`config.mk`:
```
export PLATFORM = sky130hd
export DESIGN_NAME = utf8_code_point_transcoder_unit_flat
export DESIGN_NICKNAME = d
export VERILOG_FILES = /design/src/sv/utf8t_pkg.sv /design/src/sv/utf8t_if.sv /design/src/sv/utf8_code_point_transcoder_unit.sv /design/src/sv/utf8t_decode.sv /design/src/sv/utf8t_encode.sv /design/src/flat_wrapper.sv
export SDC_FILE = /design/constraint.sdc
export NUM_CORES = 1
export LEC_CHECK = 0
export ABC_AREA = 1
export BUFFER_PORTS_ARGS = -buffer_cell sky130_fd_sc_hd__buf_4
export CORE_ASPECT_RATIO = 1.2
export CORE_MARGIN = 2
export CORE_UTILIZATION = 56
export CTS_BUF_LIST = sky130_fd_sc_hd__clkbuf_8
export DETAILED_ROUTE_END_ITERATION = 8
export PLACE_DENSITY_LB_ADDON = 0.2
export SETUP_SLACK_MARGIN = 0.02
export SLEW_MARGIN = 5
export SYNTH_ARGS = -nofsm -noshare
export SYNTH_HDL_FRONTEND = slang
export SYNTH_SLANG_ARGS = --single-unit
```
`constraint.sdc`:
```
create_clock -name clk -period 6.95 [get_ports clk]
set_input_delay 1.0425 -clock clk [delete_from_list [all_inputs] [get_ports clk]]
set_output_delay 1.0425 -clock clk [all_outputs]
set_load 0.005 [all_outputs]
```
`src/sv/utf8t_pkg.sv`:
```
// Shared types and constants for the UTF-8 code point transcoder.
// No dependencies; every other file of the block imports this package.
package utf8t_pkg;

  localparam int unsigned BYTE_W    = 8;
  localparam int unsigned NUM_BYTES = 6;
  localparam int unsigned CP_IN_W   = 32;
  localparam int unsigned CP_OUT_W  = 31;
  localparam int unsigned CNT_W     = 3;

  typedef logic [BYTE_W-1:0]                 byte_t;
  typedef logic [NUM_BYTES-1:0][BYTE_W-1:0] byte_vec_t;
  typedef logic [CP_IN_W-1:0]                cp_in_t;
  typedef logic [CP_OUT_W-1:0]               cp_out_t;
  typedef logic [CNT_W-1:0]                  cnt_t;

  typedef enum logic {
    REQ_DECODE = 1'b0,
    REQ_ENCODE = 1'b1
  } req_type_t;

  // Sequence length; the numeric value is the byte count.
  typedef enum logic [CNT_W-1:0] {
    LEN_NONE = 3'd0,
    LEN_1    = 3'd1,
    LEN_2    = 3'd2,
    LEN_3    = 3'd3,
    LEN_4    = 3'd4,
    LEN_5    = 3'd5,
    LEN_6    = 3'd6
  } len_t;

  // Largest byte accepted as a continuation byte, and the continuation tag.
  localparam byte_t     CONT_MAX = 8'hBF;
  localparam logic [1:0] CONT_TAG = 2'b10;

  typedef struct packed {
    req_type_t req_type;
    byte_vec_t in_bytes;
    cp_in_t    code_point;
  } req_t;

  typedef struct packed {
    cp_out_t   code_point;
    byte_vec_t out_bytes;
    cnt_t      byte_count;
    logic      seq_valid;
  } rsp_t;

endpackage

```
`src/sv/utf8t_if.sv`:
```
// Valid/ready channel interfaces for the transcoder's request and result items.
// Depends on utf8t_pkg for field types.
interface utf8t_req_if import utf8t_pkg::*; ();
  logic      valid;
  logic      ready;
  logic      req_type;
  byte_t     in_byte0;
  byte_t     in_byte1;
  byte_t     in_byte2;
  byte_t     in_byte3;
  byte_t     in_byte4;
  byte_t     in_byte5;
  cp_in_t    code_point_in;

  modport source (output valid, req_type, in_byte0, in_byte1, in_byte2, in_byte3,
                  in_byte4, in_byte5, code_point_in, input ready);
  modport sink   (input valid, req_type, in_byte0, in_byte1, in_byte2, in_byte3,
                  in_byte4, in_byte5, code_point_in, output ready);
endinterface

interface utf8t_rsp_if import utf8t_pkg::*; ();
  logic      valid;
  logic      ready;
  cp_out_t   code_point_out;
  byte_t     out_byte0;
  byte_t     out_byte1;
  byte_t     out_byte2;
  byte_t     out_byte3;
  byte_t     out_byte4;
  byte_t     out_byte5;
  cnt_t      byte_count;
  logic      seq_valid;

  modport source (output valid, code_point_out, out_byte0, out_byte1, out_byte2,
                  out_byte3, out_byte4, out_byte5, byte_count, seq_valid,
                  input ready);
  modport sink   (input valid, code_point_out, out_byte0, out_byte1, out_byte2,
                  out_byte3, out_byte4, out_byte5, byte_count, seq_valid,
                  output ready);
endinterface

```
`src/sv/utf8_code_point_transcoder_unit.sv`:
```
// Top level of the UTF-8 code point transcoder: request register, decoder and
// encoder logic, result register. Depends on utf8t_pkg, utf8t_if,
// utf8t_decode and utf8t_encode.
//
// Each request item either decodes up to six UTF-8 bytes into a code point or
// encodes a code point into one to six UTF-8 bytes, and yields exactly one
// result item. The block accepts one item per clock while the output side is
// not stalled and delivers results in order; an accepted item is held in the
// request register, and its result is captured in the result register and
// offered from there, with the decode and encode logic between the two
// registers. When the output stalls, both registers fill and the block can
// hold two items before it lowers in_req.ready.
module utf8_code_point_transcoder_unit import utf8t_pkg::*; (
  input  logic        clk,
  input  logic        rst_n,
  utf8t_req_if.sink   in_req,
  utf8t_rsp_if.source out_rsp
);

  logic req_v_r;
  req_t req_r;
  logic rsp_v_r;
  rsp_t rsp_r;

  logic stage1_adv;
  logic in_take;
  req_t req_nxt;
  rsp_t rsp_nxt;
  rsp_t dec_rsp;
  rsp_t enc_rsp;

  assign stage1_adv   = !rsp_v_r || out_rsp.ready;
  assign in_req.ready = !req_v_r || stage1_adv;
  assign in_take      = in_req.valid && in_req.ready;

  always_comb begin
    req_nxt.req_type   = req_type_t'(in_req.req_type);
    req_nxt.in_bytes   = {in_req.in_byte5, in_req.in_byte4, in_req.in_byte3,
                          in_req.in_byte2, in_req.in_byte1, in_req.in_byte0};
    req_nxt.code_point = in_req.code_point_in;
  end

  utf8t_decode u_decode (
    .in_bytes (req_r.in_bytes),
    .rsp      (dec_rsp)
  );

  utf8t_encode u_encode (
    .code_point (req_r.code_point),
    .rsp        (enc_rsp)
  );

  assign rsp_nxt = (req_r.req_type == REQ_ENCODE) ? enc_rsp : dec_rsp;

  always_ff @(posedge clk) begin
    if (!rst_n) begin
      req_v_r <= 1'b0;
      rsp_v_r <= 1'b0;
    end else begin
      if (in_req.ready) begin
        req_v_r <= in_req.valid;
      end
      if (stage1_adv) begin
        rsp_v_r <= req_v_r;
      end
    end
  end

  always_ff @(posedge clk) begin
    if (in_take) begin
      req_r <= req_nxt;
    end
    if (stage1_adv && req_v_r) begin
      rsp_r <= rsp_nxt;
    end
  end

  assign out_rsp.valid          = rsp_v_r;
  assign out_rsp.code_point_out = rsp_r.code_point;
  assign out_rsp.out_byte0      = rsp_r.out_bytes[0];
  assign out_rsp.out_byte1      = rsp_r.out_bytes[1];
  assign out_rsp.out_byte2      = rsp_r.out_bytes[2];
  assign out_rsp.out_byte3      = rsp_r.out_bytes[3];
  assign out_rsp.out_byte4      = rsp_r.out_bytes[4];
  assign out_rsp.out_byte5      = rsp_r.out_bytes[5];
  assign out_rsp.byte_count     = rsp_r.byte_count;
  assign out_rsp.seq_valid      = rsp_r.seq_valid;

endmodule

```
`src/sv/utf8t_decode.sv`:
```
// UTF-8 to code point decoder: sizes the sequence from the lead byte,
// assembles the code point and checks continuation and terminator bytes.
// Depends on utf8t_pkg.
module utf8t_decode import utf8t_pkg::*; (
  input  byte_vec_t in_bytes,
  output rsp_t      rsp
);

  byte_t                lead;
  len_t                 len;
  logic [NUM_BYTES-1:0] cont_ok;
  cp_out_t              cp;
  logic                 ok;

  assign lead = in_bytes[0];

  always_comb begin
    for (int i = 0; i < NUM_BYTES; i++) begin
      cont_ok[i] = (in_bytes[i] <= CONT_MAX);
    end
  end

  // Bytes from 0x80 to 0xBF fall into the two-byte class as lead bytes.
  always_comb begin
    priority if (lead <= 8'h7F) len = LEN_1;
    else if (lead <= 8'hDF) len = LEN_2;
    else if (lead <= 8'hEF) len = LEN_3;
    else if (lead <= 8'hF7) len = LEN_4;
    else if (lead <= 8'hFB) len = LEN_5;
    else if (lead <= 8'hFD) len = LEN_6;
    else len = LEN_NONE;
  end

  always_comb begin
    cp = '0;
    ok = 1'b0;
    unique case (len)
      LEN_1: begin
        cp = CP_OUT_W'(lead[6:0]);
        ok = 1'b1;
      end
      LEN_2: begin
        cp = CP_OUT_W'({lead[4:0], in_bytes[1][5:0]});
        ok = cont_ok[1] && (in_bytes[2] == '0);
      end
      LEN_3: begin
        cp = CP_OUT_W'({lead[3:0], in_bytes[1][5:0], in_bytes[2][5:0]});
        ok = (&cont_ok[2:1]) && (in_bytes[3] == '0);
      end
      LEN_4: begin
        cp = CP_OUT_W'({lead[2:0], in_bytes[1][5:0], in_bytes[2][5:0],
                        in_bytes[3][5:0]});
        ok = (&cont_ok[3:1]) && (in_bytes[4] == '0);
      end
      LEN_5: begin
        cp = CP_OUT_W'({lead[1:0], in_bytes[1][5:0], in_bytes[2][5:0],
                        in_bytes[3][5:0], in_bytes[4][5:0]});
        ok = (&cont_ok[4:1]) && (in_bytes[5] == '0);
      end
      LEN_6: begin
        // Six-byte sequences have no terminator byte to check.
        cp = {lead[0], in_bytes[1][5:0], in_bytes[2][5:0], in_bytes[3][5:0],
              in_bytes[4][5:0], in_bytes[5][5:0]};
        ok = &cont_ok[5:1];
      end
      default: begin
        cp = '0;
        ok = 1'b0;
      end
    endcase
  end

  always_comb begin
    rsp            = '0;
    rsp.code_point = cp;
    rsp.byte_count = cnt_t'(len);
    rsp.seq_valid  = ok;
  end

endmodule

```
`src/sv/utf8t_encode.sv`:
```
// Code point to UTF-8 encoder producing the shortest form of one to six bytes.
// Depends on utf8t_pkg.
module utf8t_encode import utf8t_pkg::*; (
  input  cp_in_t code_point,
  output rsp_t   rsp
);

  len_t      len;
  byte_vec_t b;

  always_comb begin
    priority if (code_point[31:7] == '0) len = LEN_1;
    else if (code_point[31:11] == '0) len = LEN_2;
    else if (code_point[31:16] == '0) len = LEN_3;
    else if (code_point[31:21] == '0) len = LEN_4;
    else if (code_point[31:26] == '0) len = LEN_5;
    else if (!code_point[31]) len = LEN_6;
    else len = LEN_NONE;
  end

  // The last byte always carries the low six bits; earlier bytes carry
  // successively higher groups, and the lead byte takes what is left.
  always_comb begin
    b = '0;
    unique case (len)
      LEN_1: begin
        b[0] = {1'b0, code_point[6:0]};
      end
      LEN_2: begin
        b[0] = {3'b110, code_point[10:6]};
        b[1] = {CONT_TAG, code_point[5:0]};
      end
      LEN_3: begin
        b[0] = {4'b1110, code_point[15:12]};
        b[1] = {CONT_TAG, code_point[11:6]};
        b[2] = {CONT_TAG, code_point[5:0]};
      end
      LEN_4: begin
        b[0] = {5'b11110, code_point[20:18]};
        b[1] = {CONT_TAG, code_point[17:12]};
        b[2] = {CONT_TAG, code_point[11:6]};
        b[3] = {CONT_TAG, code_point[5:0]};
      end
      LEN_5: begin
        b[0] = {6'b111110, code_point[25:24]};
        b[1] = {CONT_TAG, code_point[23:18]};
        b[2] = {CONT_TAG, code_point[17:12]};
        b[3] = {CONT_TAG, code_point[11:6]};
        b[4] = {CONT_TAG, code_point[5:0]};
      end
      LEN_6: begin
        b[0] = {7'b1111110, code_point[30]};
        b[1] = {CONT_TAG, code_point[29:24]};
        b[2] = {CONT_TAG, code_point[23:18]};
        b[3] = {CONT_TAG, code_point[17:12]};
        b[4] = {CONT_TAG, code_point[11:6]};
        b[5] = {CONT_TAG, code_point[5:0]};
      end
      default: begin
        b = '0;
      end
    endcase
  end

  always_comb begin
    rsp            = '0;
    rsp.out_bytes  = b;
    rsp.byte_count = cnt_t'(len);
    rsp.seq_valid  = (len != LEN_NONE);
  end

endmodule

```
`src/flat_wrapper.sv`:
```
// flat-port wrapper written by rule: the top's interface ports become plain ports
module utf8_code_point_transcoder_unit_flat import utf8t_pkg::*;
  (clk, rst_n, in_req_valid, in_req_req_type, in_req_in_byte0, in_req_in_byte1, in_req_in_byte2, in_req_in_byte3, in_req_in_byte4, in_req_in_byte5, in_req_code_point_in, in_req_ready, out_rsp_valid, out_rsp_code_point_out, out_rsp_out_byte0, out_rsp_out_byte1, out_rsp_out_byte2, out_rsp_out_byte3, out_rsp_out_byte4, out_rsp_out_byte5, out_rsp_byte_count, out_rsp_seq_valid, out_rsp_ready);
  utf8t_req_if in_req_i ();
  utf8t_rsp_if out_rsp_i ();
  input  logic clk;
  input  logic rst_n;
  input wire logic [$bits(in_req_i.valid)-1:0] in_req_valid;
  input wire logic [$bits(in_req_i.req_type)-1:0] in_req_req_type;
  input wire logic [$bits(in_req_i.in_byte0)-1:0] in_req_in_byte0;
  input wire logic [$bits(in_req_i.in_byte1)-1:0] in_req_in_byte1;
  input wire logic [$bits(in_req_i.in_byte2)-1:0] in_req_in_byte2;
  input wire logic [$bits(in_req_i.in_byte3)-1:0] in_req_in_byte3;
  input wire logic [$bits(in_req_i.in_byte4)-1:0] in_req_in_byte4;
  input wire logic [$bits(in_req_i.in_byte5)-1:0] in_req_in_byte5;
  input wire logic [$bits(in_req_i.code_point_in)-1:0] in_req_code_point_in;
  output wire logic [$bits(in_req_i.ready)-1:0] in_req_ready;
  output wire logic [$bits(out_rsp_i.valid)-1:0] out_rsp_valid;
  output wire logic [$bits(out_rsp_i.code_point_out)-1:0] out_rsp_code_point_out;
  output wire logic [$bits(out_rsp_i.out_byte0)-1:0] out_rsp_out_byte0;
  output wire logic [$bits(out_rsp_i.out_byte1)-1:0] out_rsp_out_byte1;
  output wire logic [$bits(out_rsp_i.out_byte2)-1:0] out_rsp_out_byte2;
  output wire logic [$bits(out_rsp_i.out_byte3)-1:0] out_rsp_out_byte3;
  output wire logic [$bits(out_rsp_i.out_byte4)-1:0] out_rsp_out_byte4;
  output wire logic [$bits(out_rsp_i.out_byte5)-1:0] out_rsp_out_byte5;
  output wire logic [$bits(out_rsp_i.byte_count)-1:0] out_rsp_byte_count;
  output wire logic [$bits(out_rsp_i.seq_valid)-1:0] out_rsp_seq_valid;
  input wire logic [$bits(out_rsp_i.ready)-1:0] out_rsp_ready;
  assign in_req_i.valid = in_req_valid;
  assign in_req_i.req_type = in_req_req_type;
  assign in_req_i.in_byte0 = in_req_in_byte0;
  assign in_req_i.in_byte1 = in_req_in_byte1;
  assign in_req_i.in_byte2 = in_req_in_byte2;
  assign in_req_i.in_byte3 = in_req_in_byte3;
  assign in_req_i.in_byte4 = in_req_in_byte4;
  assign in_req_i.in_byte5 = in_req_in_byte5;
  assign in_req_i.code_point_in = in_req_code_point_in;
  assign in_req_ready = in_req_i.ready;
  assign out_rsp_valid = out_rsp_i.valid;
  assign out_rsp_code_point_out = out_rsp_i.code_point_out;
  assign out_rsp_out_byte0 = out_rsp_i.out_byte0;
  assign out_rsp_out_byte1 = out_rsp_i.out_byte1;
  assign out_rsp_out_byte2 = out_rsp_i.out_byte2;
  assign out_rsp_out_byte3 = out_rsp_i.out_byte3;
  assign out_rsp_out_byte4 = out_rsp_i.out_byte4;
  assign out_rsp_out_byte5 = out_rsp_i.out_byte5;
  assign out_rsp_byte_count = out_rsp_i.byte_count;
  assign out_rsp_seq_valid = out_rsp_i.seq_valid;
  assign out_rsp_i.ready = out_rsp_ready;
  utf8_code_point_transcoder_unit u_core (.clk(clk), .rst_n(rst_n), .in_req(in_req_i), .out_rsp(out_rsp_i));
endmodule
```
After elaboration in Yosys (flattened, before gate mapping)
Index checks and enable logic that the tools add are counted.
Widths: inputs -> output; s select.
{"block": "word_totals", "regBits": 166, "input_bits": 85, "out_inout_bits": 85}
{"block": "op_classes", "magnitude_cmp": 11, "n_eq_ne": 12, "n_mux": 21, "reduce_logical": 25}
{"cell": "$pmux 31 s6", "count": 1}
{"cell": "$le 8x8->1 const B", "count": 10}
{"cell": "$pmux 8 s6", "count": 1}
{"cell": "$pmux 8 s5", "count": 1}
{"cell": "$mux 3", "count": 12}
{"cell": "$logic_not 8->1", "count": 4}
{"cell": "$pmux 8 s4", "count": 1}
{"cell": "$logic_not 25->1", "count": 1}
{"cell": "$pmux 8 s3", "count": 1}
{"cell": "$logic_not 21->1", "count": 1}
{"cell": "$eq 3x3->1 const B", "count": 6}
{"cell": "$logic_not 16->1", "count": 1}
{"cell": "$pmux 8 s2", "count": 1}
{"cell": "$eq 3x2->1 const B", "count": 4}
{"cell": "$logic_not 11->1", "count": 1}
{"cell": "$le 8x7->1 const B", "count": 1}
{"cell": "$mux 8", "count": 1}
{"cell": "$eq 3x1->1 const B", "count": 2}
{"cell": "$logic_and 1x1->1", "count": 6}
{"cell": "$logic_not 6->1", "count": 1}
{"cell": "$pmux 1 s6", "count": 1}
{"cell": "$reduce_and 5->1", "count": 1}
{"cell": "$mux 4", "count": 1}
{"cell": "$reduce_and 2->1", "count": 2}
{"cell": "5 further kinds", "count": 7}

Logic depth before layout (Yosys ltp)
Gate-level depths: netlist (run 1).
{"block": "logic_depth", "ltp_word": 10, "mapped_depth": 13, "mapped_depth_nobuf": 12}

By module
A second synthesis (run 1) with hierarchy kept.
{"block": "hier_totals", "cells_unflattened": 1018, "hier_area_um2": 9191.3}
{"mod": "utf8_code_point_transcoder_unit", "n_inst": 1, "cells_per_inst": 444, "area_per_inst_um2": 6158.4, "seq_area_each_um2": 4964.8}
{"mod": "utf8t_decode", "n_inst": 1, "cells_per_inst": 312, "area_per_inst_um2": 1529.0, "seq_area_each_um2": 0.0}
{"mod": "utf8t_encode", "n_inst": 1, "cells_per_inst": 262, "area_per_inst_um2": 1503.9, "seq_area_each_um2": 0.0}

Worst setup path after synthesis (run 1)
OpenSTA, ideal clock, no wires.
{"block": "synth_path", "kind": "input to register", "startpoint": "in out_rsp_ready", "endpoint": "reg u_core.rsp_r, in the netlist u_core.out_rsp.byte_count[0], enable pin", "setup_time_ps": 540, "arrival_ps": 4861, "required_ps": 6410, "path_slack_ps": 1549, "stages": 2, "path_buffers": 0, "path_cell_list": "inv_1 -> a21oi_1"}
{"block": "synth_between", "elab_chain_len": 2}
{"element": "start: declaration", "line_no": "flat_wrapper.sv:28", "text": "input wire logic [$bits(out_rsp_i.ready)-1:0] out_rsp_ready;"}
{"element": "$logic_or 1x1->1", "line_no": "utf8_code_point_transcoder_unit.sv:32", "text": "assign stage1_adv = !rsp_v_r || out_rsp.ready;"}
{"element": "$logic_and 1x1->1", "line_no": "utf8_code_point_transcoder_unit.sv:73", "text": "if (stage1_adv && req_v_r) begin"}
{"element": "end signal: assignment", "line_no": "utf8_code_point_transcoder_unit.sv:74", "text": "rsp_r <= rsp_nxt;"}
{"element": "end: declaration", "line_no": "utf8_code_point_transcoder_unit.sv:23", "text": "rsp_t rsp_r;"}
No other way between the ends.
A chain may end at the register's enable or synchronous reset.

Worst setup path after layout (run 1)
{"block": "layout_path", "startpoint": "in out_rsp_ready", "endpoint": "out in_req_ready"}
{"block": "layout_between", "elab_chain_len": 2}
{"element": "$logic_or 1x1->1", "line_no": "utf8_code_point_transcoder_unit.sv:32"}
{"element": "$logic_or 1x1->1", "line_no": "utf8_code_point_transcoder_unit.sv:33", "text": "assign in_req.ready = !req_v_r || stage1_adv;"}
{"element": "end: declaration", "line_no": "flat_wrapper.sv:17", "text": "output wire logic [$bits(in_req_i.ready)-1:0] in_req_ready;"}
No other way between the ends.

==> impl_summary.md, run 1 <==
Setup path
For the worst setup path, the data required time is 5.91 ns. The cell repeated most along the worst path is sky130_fd_sc_hd__buf_4. STA classifies the critical path endpoint as an output pin. The endpoint identified for the worst register-to-register timing path is u_core.out_rsp.code_point_out[0]$_SDFFCE_PP0P_. The worst setup path is launched from an input pin. By startpoint and endpoint, the worst setup path is classified as input pin to output pin. Data on the critical path arrives at its endpoint at 1.56 ns.

Among cell families on the critical path, the largest total delay comes from buffers and inverters. On the critical path, the stage with the largest delay is an instance of sky130_fd_sc_hd__buf_4. The critical path contains buffers and inverters numbering 3 combined. The setup check on the worst reg-to-reg path leaves a slack of 4.41 ns. The worst register-to-register path has a depth of 9. The delay of the slowest cell on the worst path is 0.16 ns.

Walking the worst path, the cells encountered are buf_4, inv_1, nand3_1, buf_4. The startpoint of the lowest-slack register-to-register path is u_core.req_r[39]$_DFFE_PP_. The maximum fanout encountered on the critical timing path is 3.

Detailed routing
The count of TritonRoute iterations in the first routing pass is 5. The routed length per instance is 18.31 um. The number of remaining DRC errors is 0. The antenna violation net count after detailed routing is 0.

The iteration-0 DRC count of the detailed router is 527. The total vias in the final route is 5,846. After detailed routing, the total wire length is 19,030 um. Routed signal wires occupy layers up through met4. In the detailed route, the total length drawn on met3 is 1380 um. The average via count per standard cell is 5.627. The routed length on met2 is 10,410 um. The routed length on met1 is 6302 um.

CTS
The sink count of the clock tree is 161. The post-cts sizing count is 0. After clock tree synthesis, the clock-pin slew on the worst setup and hold paths is around 0.09 ns. The root buffer cell chosen for the clock tree is sky130_fd_sc_hd__clkbuf_8. The maximum level of the CTS H-tree is 4. The clock buffer count from CTS is 17.

The clock reaches the later pin of the worst-skew pair after 0.45 ns. The number of buffers inserted by post-CTS setup repair is 0. The cts-stage hold buffer count is 0. Counting along the longest clock path gives a buffer depth of 2.

TritonCTS built the clock tree.

Timing
After routing, the total negative slack on setup checks comes to 0 ns. Hold is met by approximately 0.54 ns. At the pin with the least slew margin, the transition time is 1.006 ns. The worst clock skew is 0.009930 ns. The maximum achievable frequency is 384.3 MHz. The final count of hold timing violations is 0. The setup violation total in the final timing report is 0. The number of pins exceeding their max-slew limit in the final report is 0. The portion of the clock cycle consumed by the worst path in the final layout is 37.44%.

For the finished layout, the period the worst path requires is 2.602 ns. Setup repair after global routing left no endpoint under its margin. The worst pin sits at a relative slew slack of 32.95%.

Power
The sequential group share of total power is between 50% and 60%. The total power after layout is slightly above 2000 uW. The share of power burned in combinational logic is under 10%. VDD sags by at most 149.8 uV. Cell internal power was estimated by the tool at 1502 uW. The clock network is responsible for 33.3% of the overall power. Power spread over the standard cell area amounts to 223.9 nW/um^2.

The static power due to leakage is 0.003886 uW. In this run the power spent charging and discharging nets is 524.4 uW. The net switching fraction of the power is 25.88%.

Floorplan
The floorplan die height is 129.3 um. The starting density of the core is 57.55%. Pin placement for this block handled between 150 and 200 I/O pins. The area of the die is 14,010 um^2. The number of core rows is 45. The region available for standard cell placement spans between 10,000 and 15,000 um^2. Measured along the x axis, the die boundary spans 108.4 um.

Hold path
The worst hold path was traced through 2 stages. The worst hold path belongs to the class register to register. The start point of the worst hold path is u_core.out_rsp.valid$_SDFFE_PN0P_. For hold timing, the worst endpoint is u_core.out_rsp.valid$_SDFFE_PN0P_.

Cells and area
The area growth from synthesis to layout is 23.56%. The most common library cell in the layout ignoring fill and taps is sky130_fd_sc_hd__buf_4. 0 antenna diodes ended up in the layout.

The filler cell count in the final layout is ~940. The library cells used most frequently in the layout, excluding fill and tap cells, are sky130_fd_sc_hd__buf_4 (167), sky130_fd_sc_hd__edfxtp_1 (159), sky130_fd_sc_hd__nand2_1 (131). The post-route netlist has a little over a quarter of its cells at a drive strength greater than 1. After the last flow step, the layout net total stands at 947.

Measured on the finished design, the core utilization comes to 71.11%.

Global route
The via count of the first global-routing pass came to approximately 5,700. The first global-routing pass estimated about 30,000 um of wire. The overall routing resource usage is 28.15%. The number of antenna violations at the first check in global routing is 0.

The total overflow left after global routing is 0. The pin count of the biggest net entering global routing is slightly above 80.

Outcome
The run finished with clean final reports.

Logic synthesis
The instance count of the mapped netlist is approximately 700. The sequential fraction of the synthesis area is about two thirds. Summing every instance area after synthesis gives roughly 7300 um^2. The synthesized design contains 161 register bits. The Yosys step of the flow raised 0 warnings. Synthesis instantiated 38 different standard cells from the library. The average instance area after synthesis is 10.51 um^2.

Placed design
During placement, the flow inserted port buffers numbering 164. The HPWL after detailed placement is 13,850 um. The placer's final routability congestion estimate is between 1 and 1.5.

Flow run
The count of max-cap constraint violations is 0.
[worst max-delay path by stage]
stage	start	end	cells past startpoint
after floorplan	out_rsp_ready	u_core.out_rsp.byte_count[0]$_DFFE_PP_	2
after global placement	out_rsp_ready	in_req_ready	4
after detailed placement	out_rsp_ready	u_core.req_r[40]$_DFFE_PP_	6
after CTS	out_rsp_ready	in_req_ready	4
after global routing	u_core.req_r[39]$_DFFE_PP_	u_core.out_rsp.code_point_out[4]$_SDFFCE_PP0P_	9
final	out_rsp_ready	in_req_ready	4
[tightest hold or removal path: stages (launching register included)]
cell,delay (ns)
sky130_fd_sc_hd__dfxtp_1,0.37
sky130_fd_sc_hd__nand2_1,0.08
sky130_fd_sc_hd__a21oi_1,0.05
[power by group through the flow]
| stage | clock [uW] | sequential, uW | combinational, uW |
|---|---|---|---|
| finish | 675 | 1160 | 190 |
| global route | 726 | 1170 | 208 |
| CTS | 683 | 1160 | 189 |
| detailed placement | 0 | 1180 | 189 |
| global placement | 0 | 1180 | 185 |
| floorplan | 0 | 1170 | 93.6 |
[through the flow]
stage	setup slack [ns]	instance area [um^2]	instances
floorplan	1.549	7338	701
global placement	4.387	8665	1007
detailed placement	4.287	8665	1007
CTS	4.344	9049	1039
global route	4.109	9049	1039
finish	4.348	9049	1039
[registers in the layout, summed over array words and instances (netlist names)]
name,cells
u_core.out_rsp.byte_count,3
u_core.out_rsp.code_point_out,31
u_core.out_rsp.out_byte0,8
u_core.out_rsp.out_byte1,7
u_core.out_rsp.out_byte2,7
u_core.out_rsp.out_byte3,7
u_core.out_rsp.out_byte4,7
u_core.out_rsp.out_byte5,7
u_core.out_rsp.seq_valid,1
u_core.out_rsp.valid,1
u_core.req_r,81
u_core.req_v_r,1
[synth_stat cells (all sizes together)]
library cell | count | area, um^2
edfxtp | 159 | 4775
nand2 | 140 | 558.0
inv | 109 | 411.7
nor2 | 100 | 400.4
o21ai | 41 | 216.5
nand3 | 29 | 187.7
o22ai | 21 | 131.4
buf | 16 | 110.1
a21oi | 14 | 70.07
a22oi | 14 | 105.1
clkbuf | 9 | 33.78
nor3 | 9 | 50.05
nand4 | 8 | 50.05
o32ai | 6 | 52.55
a31oi | 5 | 31.28
nor4 | 5 | 31.28
o221ai | 3 | 26.28
and2 | 2 | 12.51
dfxtp | 2 | 40.04
o211ai | 2 | 15.01
clkinv | 1 | 3.750
conb | 1 | 3.750
o31ai | 1 | 7.510
[cell type report]
| class | instances | area [um^2] | share of cell area [%] |
|---|---|---|---|
| sequential | 161 | 4815 | 53.21 |
| multi-input combinational | 405 | 1976 | 21.83 |
| timing repair buffer | 167 | 1254 | 13.86 |
| inverter | 110 | 415.4 | 4.591 |
| clock buffer | 17 | 234.0 | 2.586 |
| tap | 164 | 205.2 | 2.268 |
| clock inverter | 15 | 150.1 | 1.659 |
[cell families after synthesis]
family | synth area share, %
buf+inv | 7.637
flops | 65.74
other cells | 0.05121
compound gates | 8.953
simple gates | 17.61
[routing by layer]
metal,vias up,GRT usage [%]
li1,2694,-
met1,2743,30.35
met2,343,51.65
met3,66,5.382
met4,0,15.54
met5,-,0
No activity file was read; power rests on OpenSTA's default activity.
==> run 2: changes to the inputs <==
==> constraint.sdc (replaced) <==
create_clock -name clk -period 2.7 [get_ports clk]
set_input_delay 0.405 -clock clk [delete_from_list [all_inputs] [get_ports clk]]
set_output_delay 0.405 -clock clk [all_outputs]
set_load 0.005 [all_outputs]
==> run 2 against run 1 <==
  * Cell count rose by 0.67%
  * Sequential power rose to 2.6 times the previous value
  * Critical path type is now register to register
  * Largest cell class unchanged
  * Critical path depth rose by 5
  * Cell area rose by 0.37%
  * Total power rose to 2.5 times the previous value
  * Clock skew barely moved
  * Non-clock buffer count rose by 8
  * Core utilization rose by 0.27 points
  * Combinational power rose to 2.7 times the previous value
  * Setup slack got worse by 4.1 ns
  * Global-route usage rose by 1.5 points
  * Clock-buffer cell count did not move
==> impl_summary.md, run 2 (synthesis results as in run 1) <==
Detailed routing
The average via count per standard cell is ~5.7. After the first detailed-routing iteration, the DRC count stood at 430. In the detailed route, the total length drawn on met3 is approximately 1300 um. For this run, design rule violations remaining after detail routing come to 0. Wires add up to 19,960 um. Routed signal wires occupy layers up through met4. The detail route stage leaves a number of antenna-violating nets equal to 0. The routed length per instance is 19.08 um.

The routed length on met1 is 6633 um. After detailed routing, the met2 layer carries 11,060 um of wire. The total vias in the final route is 5,989. The count of TritonRoute iterations in the first routing pass is 6.

Timing
The clock arrives with roughly 0.0096 ns of skew. The aggregate negative setup slack is 0 ns. Across all setup checks in the final design, the least slack found is 0.2237 ns. The number of pins exceeding their max-slew limit in the final report came to 0.

The maximum achievable frequency is 403.8 MHz. For the pin with the worst max-slew slack, the measured transition is 0.6386 ns. The worst slew margin relative to its limit is 57.38%. The final count of hold timing violations is 0. The minimum period implied by the final worst setup slack is ~2.5 ns. The setup violation total in the final timing report is 0. Setup repair after global routing left no endpoint under its margin. In the finished design, the share of the clock period the worst path needs comes to 91.72%.

CTS
The number of gates resized after CTS was 0. The tree built by TritonCTS fans out to between 150 and 200 sinks. The later-pin clock latency in the skew report is 0.46 ns.

Counting the buffers created by CTS gives 17. In this run, post-CTS hold repair placed 0 buffers. The maximum clock path buffer count is 2. The CTS tree is done. Once the clock tree was built, the setup fixing pass inserted 0 buffers. The clock-pin slew on the worst setup and hold paths is 0.08 ns.

The H-tree generated during clock tree synthesis spans 4 levels. The buffer type at the clock tree root is sky130_fd_sc_hd__clkbuf_8.

Hold path
The path category of the worst min-delay check is input pin to register.

Setup path
The slowest stage of the critical path is the sky130_fd_sc_hd__edfxtp_1 cell. The critical path ends at u_core.out_rsp.code_point_out[5]$_SDFFCE_PP0P_. The worst setup path category is register to register. STA puts the critical path data arrival time at 2.67 ns. Along the worst path, the maximum fanout reaches 15. The setup check on the worst reg-to-reg path leaves a slack of 0.22 ns. The signal on the critical path passes through nand3_1, nor2_2, nand4_1, nand2_1, inv_1, nand2_1, o21ai_0, nor3_1, nor2_1. The delay of the slowest cell on the worst path is roughly 0.61 ns. In this run the critical register-to-register path is launched from u_core.req_r[39]$_DFFE_PP_. STA classifies the critical path startpoint as a register. The capture instance of the worst register-to-register path is u_core.out_rsp.code_point_out[5]$_SDFFCE_PP0P_. Counting cells, the worst reg-to-reg path comes to 9. The nature of the critical path endpoint is a register.

The worst path required time is 2.89 ns. The cell repeated most along the worst path is sky130_fd_sc_hd__nand2_1. In this run the worst setup path begins at u_core.req_r[39]$_DFFE_PP_.

Floorplan
Once the floorplan was initialized, standard cells occupied around 58% of the core. Pin placement for this block handled 170 I/O pins. The number of core rows is 45.

The width of the chip is 108.4 um. From bottom edge to top edge, the die measures ~130 um. The total area inside the core boundary comes to 12,720 um^2. The area of the die is 14,010 um^2.

Power
Power spread over the standard cell area amounts to approximately 560 nW/um^2. The analysis attributes to cell leakage a power of approximately 0.0039 uW. The worst-case IR drop observed on VDD is about 450 uV.

Cells and area
The top cell types in the final layout, fill and taps aside, are sky130_fd_sc_hd__buf_4 (173), sky130_fd_sc_hd__edfxtp_1 (159), sky130_fd_sc_hd__nand2_1 (131). The filler cell count in the final layout is 921. The flip-flop count of the largest register after layout is slightly above 80. The most common library cell in the layout ignoring fill and taps is sky130_fd_sc_hd__buf_4. 0 antenna diodes ended up in the layout.

The total number of nets in the final design is 955. Relative to the synthesized area, the layout overhead comes to 24.02%. The sequential cell area is 4815 um^2.

The fraction of layout cells with a size suffix above 1 is 26.30%. In the final layout, the multi-input gates occupy 1976 um^2. The most flop-heavy register is u_core.req_r.

Global route
The aggregate global routing overflow is 0. The number of antenna violations at the first check in global routing is 0. Global routing used 29.62% of the available tracks across all layers. Entering global routing, the biggest net connects 82 pins. The via count of the first global-routing pass is 5,826. The first global-routing pass estimated between 30,000 and 40,000 um of wire.

Placed design
Timing analysis after detailed placement gives a worst setup slack of 0.3201 ns. The number of buffers added on ports is 164. Routability-driven placement finished with a final weighted congestion of 0.9502. The detailed-placement wirelength estimate is 14,340 um.

Flow run
The count of max-cap constraint violations is 0.

Outcome
The flow ran to the end, and the final reports show no timing, DRC or antenna violations.
run 2: cell types whose count changed in the layout (fill, tap and decap cells not counted), moves of 2 or more:
cell                       previous run  this run
sky130_fd_sc_hd__clkinv_2             1         4
sky130_fd_sc_hd__clkinv_1             2         6
sky130_fd_sc_hd__inv_8                3         0
sky130_fd_sc_hd__clkinv_4             3         1
sky130_fd_sc_hd__inv_6                5         2
sky130_fd_sc_hd__buf_12               0         2
sky130_fd_sc_hd__buf_4              167       173
run 2: final cells by class:
type                       instances  share of cell area [%]
sequential                       161                   53.01
multi-input combinational        405                   21.75
timing repair buffer             175                   14.74
inverter                         110                   4.574
clock buffer                      17                   2.576
tap                              164                   2.259
clock inverter                    14                   1.088
run 2: critical path: cells and delay by family, from the launching register on:
kind,cells,cell delay [ns]
and+or+nand+nor,7,1.16
DFF,1,0.61
buffers and inverters,1,0.27
AOI/OAI and AO/OA,1,0.16
run 2: worst min-delay path by stage:
stage	startpoint	endpoint	slack, ns	cells past startpoint
global placement	u_core.req_v_r$_SDFFE_PN0N_	u_core.out_rsp.valid$_SDFFE_PN0P_	0.51	2
detailed placement	u_core.out_rsp.valid$_SDFFE_PN0P_	u_core.out_rsp.valid$_SDFFE_PN0P_	0.54	2
global route	in_req_in_byte5[2]	u_core.req_r[74]$_DFFE_PP_	0.08	1
finish	in_req_in_byte3[1]	u_core.req_r[57]$_DFFE_PP_	0.12	1
floorplan	u_core.req_v_r$_SDFFE_PN0N_	u_core.out_rsp.valid$_SDFFE_PN0P_	0.50	2
CTS	in_req_in_byte5[5]	u_core.req_r[77]$_DFFE_PP_	0.10	1
run 2: stage by stage:
step	instance area [um^2]	cells	utilization [%]	total power (uW)	hold WS (ns)
after floorplan	7350	701	-	3260	0.5013
after global placement	8750	1015	68.76	3529	0.5073
after detailed placement	8750	1015	68.76	3542	0.5440
after CTS	9082	1046	71.38	5073	0.1017
after global routing	9082	1046	71.38	5239	0.08305
final	9082	1046	71.38	5070	0.1178
run 2: report_power, final:
| part | internal (uW) | switching [uW] | total, uW |
|---|---|---|---|
| logic | 218 | 287 | 506 |
| registers | 2890 | 96.4 | 2990 |
| clock network | 703 | 870 | 1570 |
run 2: metal layers:
metal | track usage (%) | up-vias
met1 | 31.43 | 2807
li1 | - | 2716
met3 | 6.036 | 86
met2 | 54.46 | 380
met5 | 0 | -
met4 | 16.59 | 0
==> run 3: changes to the inputs <==
--- a/config.mk
+++ b/config.mk
@@ -6,12 +6,12 @@
 export NUM_CORES = 1
 export LEC_CHECK = 0
 export ABC_AREA = 1
-export BUFFER_PORTS_ARGS = -buffer_cell sky130_fd_sc_hd__buf_4
 export CORE_ASPECT_RATIO = 1.2
 export CORE_MARGIN = 2
-export CORE_UTILIZATION = 56
-export CTS_BUF_LIST = sky130_fd_sc_hd__clkbuf_8
+export CORE_UTILIZATION = 63
+export CTS_BUF_LIST = sky130_fd_sc_hd__clkbuf_16
 export DETAILED_ROUTE_END_ITERATION = 8
+export DONT_BUFFER_PORTS = 1
 export PLACE_DENSITY_LB_ADDON = 0.2
 export SETUP_SLACK_MARGIN = 0.02
 export SLEW_MARGIN = 5
==> run 3 against run 2 <==
  * Combinational power fell by 33%
  * Core utilization decreased by 1.3 points
  * Global-route usage grew 1.2 points
  * Sequential power hardly changed
  * Sequential share of layout area rose by 7.0 points
  * Non-clock buffer count is 163 lower
  * Worst hold slack got worse by 0.059 ns
  * Critical path depth is 1 higher
  * Die area fell by 11%
  * First-iteration DRC count grew 6.0%
  * Cell area is 12% lower
==> impl_summary.md, run 3 (synthesis results as in run 1) <==
Setup path
The worst path required time is 2.88 ns. The worst setup path is captured at a register. The number of cell instances on the worst register-to-register path is 10. The setup check on the worst reg-to-reg path leaves a slack of approximately 0.41 ns. The worst register-to-register path begins at u_core.req_r[14]$_DFFE_PP_. The setup path with the least slack is of type register to register. STA puts the critical path data arrival time at roughly 2.5 ns.

The endpoint identified for the worst register-to-register timing path is u_core.out_rsp.out_byte0[6]$_SDFFCE_PN0P_. The worst setup path is launched from a register. The maximum fanout encountered on the critical timing path is 17.

Global route
The number of antenna violations at the first check in global routing is 0. The pin count of the biggest net entering global routing is 79. The first-pass GRT wire length is 27,740 um. The overall routing resource usage is 30.85%.

The via count of the first global-routing pass is about 5,000. For this run the aggregate overflow at the end of global routing stands at 0.

Floorplan
170 I/O pins were placed. The die covers 12,510 um^2. The initialized floorplan defines 43 standard-cell rows. The floorplan die height is approximately 120 um. The starting density of the core is 63.90%.

After floorplanning, the core was sized to cover 11,460 um^2. The width of the chip is 102.4 um.

Timing
Setup violations remaining at the end of the flow were counted as 0. In this run the tightest slew margin relative to its limit is 57.49%. Setup repair after global routing left no endpoint under its margin. The final count of hold timing violations is 0. At the pin with the least slew margin, the transition time is 0.6370 ns. For this run, the top clock speed supported by timing is 437.5 MHz. The final critical-path setup slack is 0.4145 ns. The aggregate negative setup slack is 0 ns. Clock skew on the completed layout was measured at about 0.010 ns. The smallest clock period supported by the final layout is computed as 2.286 ns. The worst path uses between 80% and 90% of the clock period.

The number of pins exceeding their max-slew limit in the final report was 0.

Power
The power per cell area is about 690 nW/um^2. The static power due to leakage is 0.003190 uW. VDD sags by at most 440.4 uV.

Detailed routing
The total vias in the final route is 5,313. The total wire length after detailed routing is 18,680 um. The number of remaining DRC errors is 0. Dividing the detail-routed via count by the number of cells gives 6.072. After detailed routing, the average wire length per cell comes to 21.35 um. For this block, the initial DRC count from the detailed router was 456. The count of TritonRoute iterations in the first routing pass is 5.

The antenna violation net count after detailed routing is 0.

Cells and area
Ranked by flip-flop count, first place goes to u_core.req_r. The fraction of layout cells with a size suffix above 1 is under 10%. The signed area change from the synthesized netlist to the final layout is 9.636%. For this run, the post-layout net count is 792. The flip-flop count of the largest register after layout is between 80 and 90. The filler cell count in the final layout is 840.

Leaving out fill and tap cells, the most frequent cell in the layout is sky130_fd_sc_hd__edfxtp_1. The library cells used most frequently in the layout, excluding fill and tap cells, are sky130_fd_sc_hd__edfxtp_1 (159), sky130_fd_sc_hd__nand2_1 (131), sky130_fd_sc_hd__inv_1 (105). The number of antenna diodes in the final layout is 0.

Outcome
The run finished with clean final reports.

CTS
The sink count of the clock tree is 161. The clock reaches the later pin of the worst-skew pair after 0.44 ns. The clock-pin slew on the worst setup and hold paths is 0.06 ns.

The clock passes through at most 2 buffers. The buffer type at the clock tree root is sky130_fd_sc_hd__clkbuf_16. The cts-stage hold buffer count is 0. The maximum level of the CTS H-tree is 4. The post-cts sizing count is 0. Clock tree synthesis inserted a total of 17 buffers.

TritonCTS built the clock tree. The number of buffers inserted by post-CTS setup repair is 0.

Hold path
The worst min-delay path endpoint is u_core.req_r[41]$_DFFE_PP_. In this run the most critical hold path is launched from in_req_in_byte1[1]. The path category of the worst min-delay check is input pin to register. The worst hold path cell count is 0.

Placed design
The placer's final routability congestion estimate is 1.011. Port buffering added 0 buffers. Before CTS, the worst setup slack after placement is 0.4825 ns. The HPWL after detailed placement is 13,660 um.

Flow run
Across the run, the number of max-cap violations was 0.
==> run 3: report_power, final <==
group | leakage [uW] | total, uW | switching [uW] | internal [uW]
registers | 0.00159 | 3010 | 105 | 2900
clock network | 0.000252 | 2170 | 930 | 1240
logic | 0.00135 | 339 | 250 | 89.1
total | 0.00319 | 5510 | 1280 | 4230
==> run 3: worst max path at each step <==
stage                               startpoint                                             end
global route        u_core.req_r[39]$_DFFE_PP_  u_core.out_rsp.code_point_out[6]$_SDFFCE_PP0P_
detailed placement  u_core.req_r[39]$_DFFE_PP_  u_core.out_rsp.code_point_out[6]$_SDFFCE_PP0P_
global placement    u_core.req_r[39]$_DFFE_PP_  u_core.out_rsp.code_point_out[6]$_SDFFCE_PP0P_
floorplan                        out_rsp_ready                       u_core.req_r[0]$_DFFE_PP_
CTS                 u_core.req_r[39]$_DFFE_PP_  u_core.out_rsp.code_point_out[6]$_SDFFCE_PP0P_
finish              u_core.req_r[14]$_DFFE_PP_       u_core.out_rsp.out_byte0[6]$_SDFFCE_PN0P_
==> run 3: layer usage <==
layer  track usage (%)  up-vias  share of wire, %
li1                  -     2390                 -
met1             32.70     2475                33
met2             55.19      356                54
met3             6.827       92               6.9
met4             18.17        0               5.9
met5                 0        -                 0
==> run 3: critical path: stages, from the launching register on <==
cell and delay [ns]:
sky130_fd_sc_hd__edfxtp_1 0.45, sky130_fd_sc_hd__nor2_1 0.31, sky130_fd_sc_hd__nand2_1 0.12, sky130_fd_sc_hd__nor2_1 0.15, sky130_fd_sc_hd__nand4_1 0.20, sky130_fd_sc_hd__nand2_4 0.18, sky130_fd_sc_hd__nor2_4 0.10, sky130_fd_sc_hd__nor2_1 0.13
sky130_fd_sc_hd__nand2_1 0.08, sky130_fd_sc_hd__o21ai_0 0.25, sky130_fd_sc_hd__inv_1 0.06
==> run 3: through the flow <==
| stage | utilization [%] | power (uW) | instances | area [um^2] | hold WS (ns) |
|---|---|---|---|---|---|
| after floorplan | - | 3260 | 701 | 7350 | 0.5013 |
| after global placement | 65.49 | 3379 | 845 | 7505 | 0.5039 |
| after detailed placement | 65.49 | 3383 | 845 | 7505 | 0.5039 |
| after CTS | 70.06 | 5514 | 875 | 8029 | 0.04734 |
| after global routing | 70.06 | 5660 | 875 | 8029 | 0.05080 |
| final | 70.06 | 5512 | 875 | 8029 | 0.05916 |
==> run 3: area by class of cell <==
class,count,area [um^2],area share [%]
clock buffers,17,425.4,5.298
clock inverters,13,98.84,1.231
multi-input cells,405,1976,24.61
flip-flops and latches,161,4815,59.97
inverters,110,415.4,5.174
well taps,157,196.4,2.447
repair buffers,12,102.6,1.278
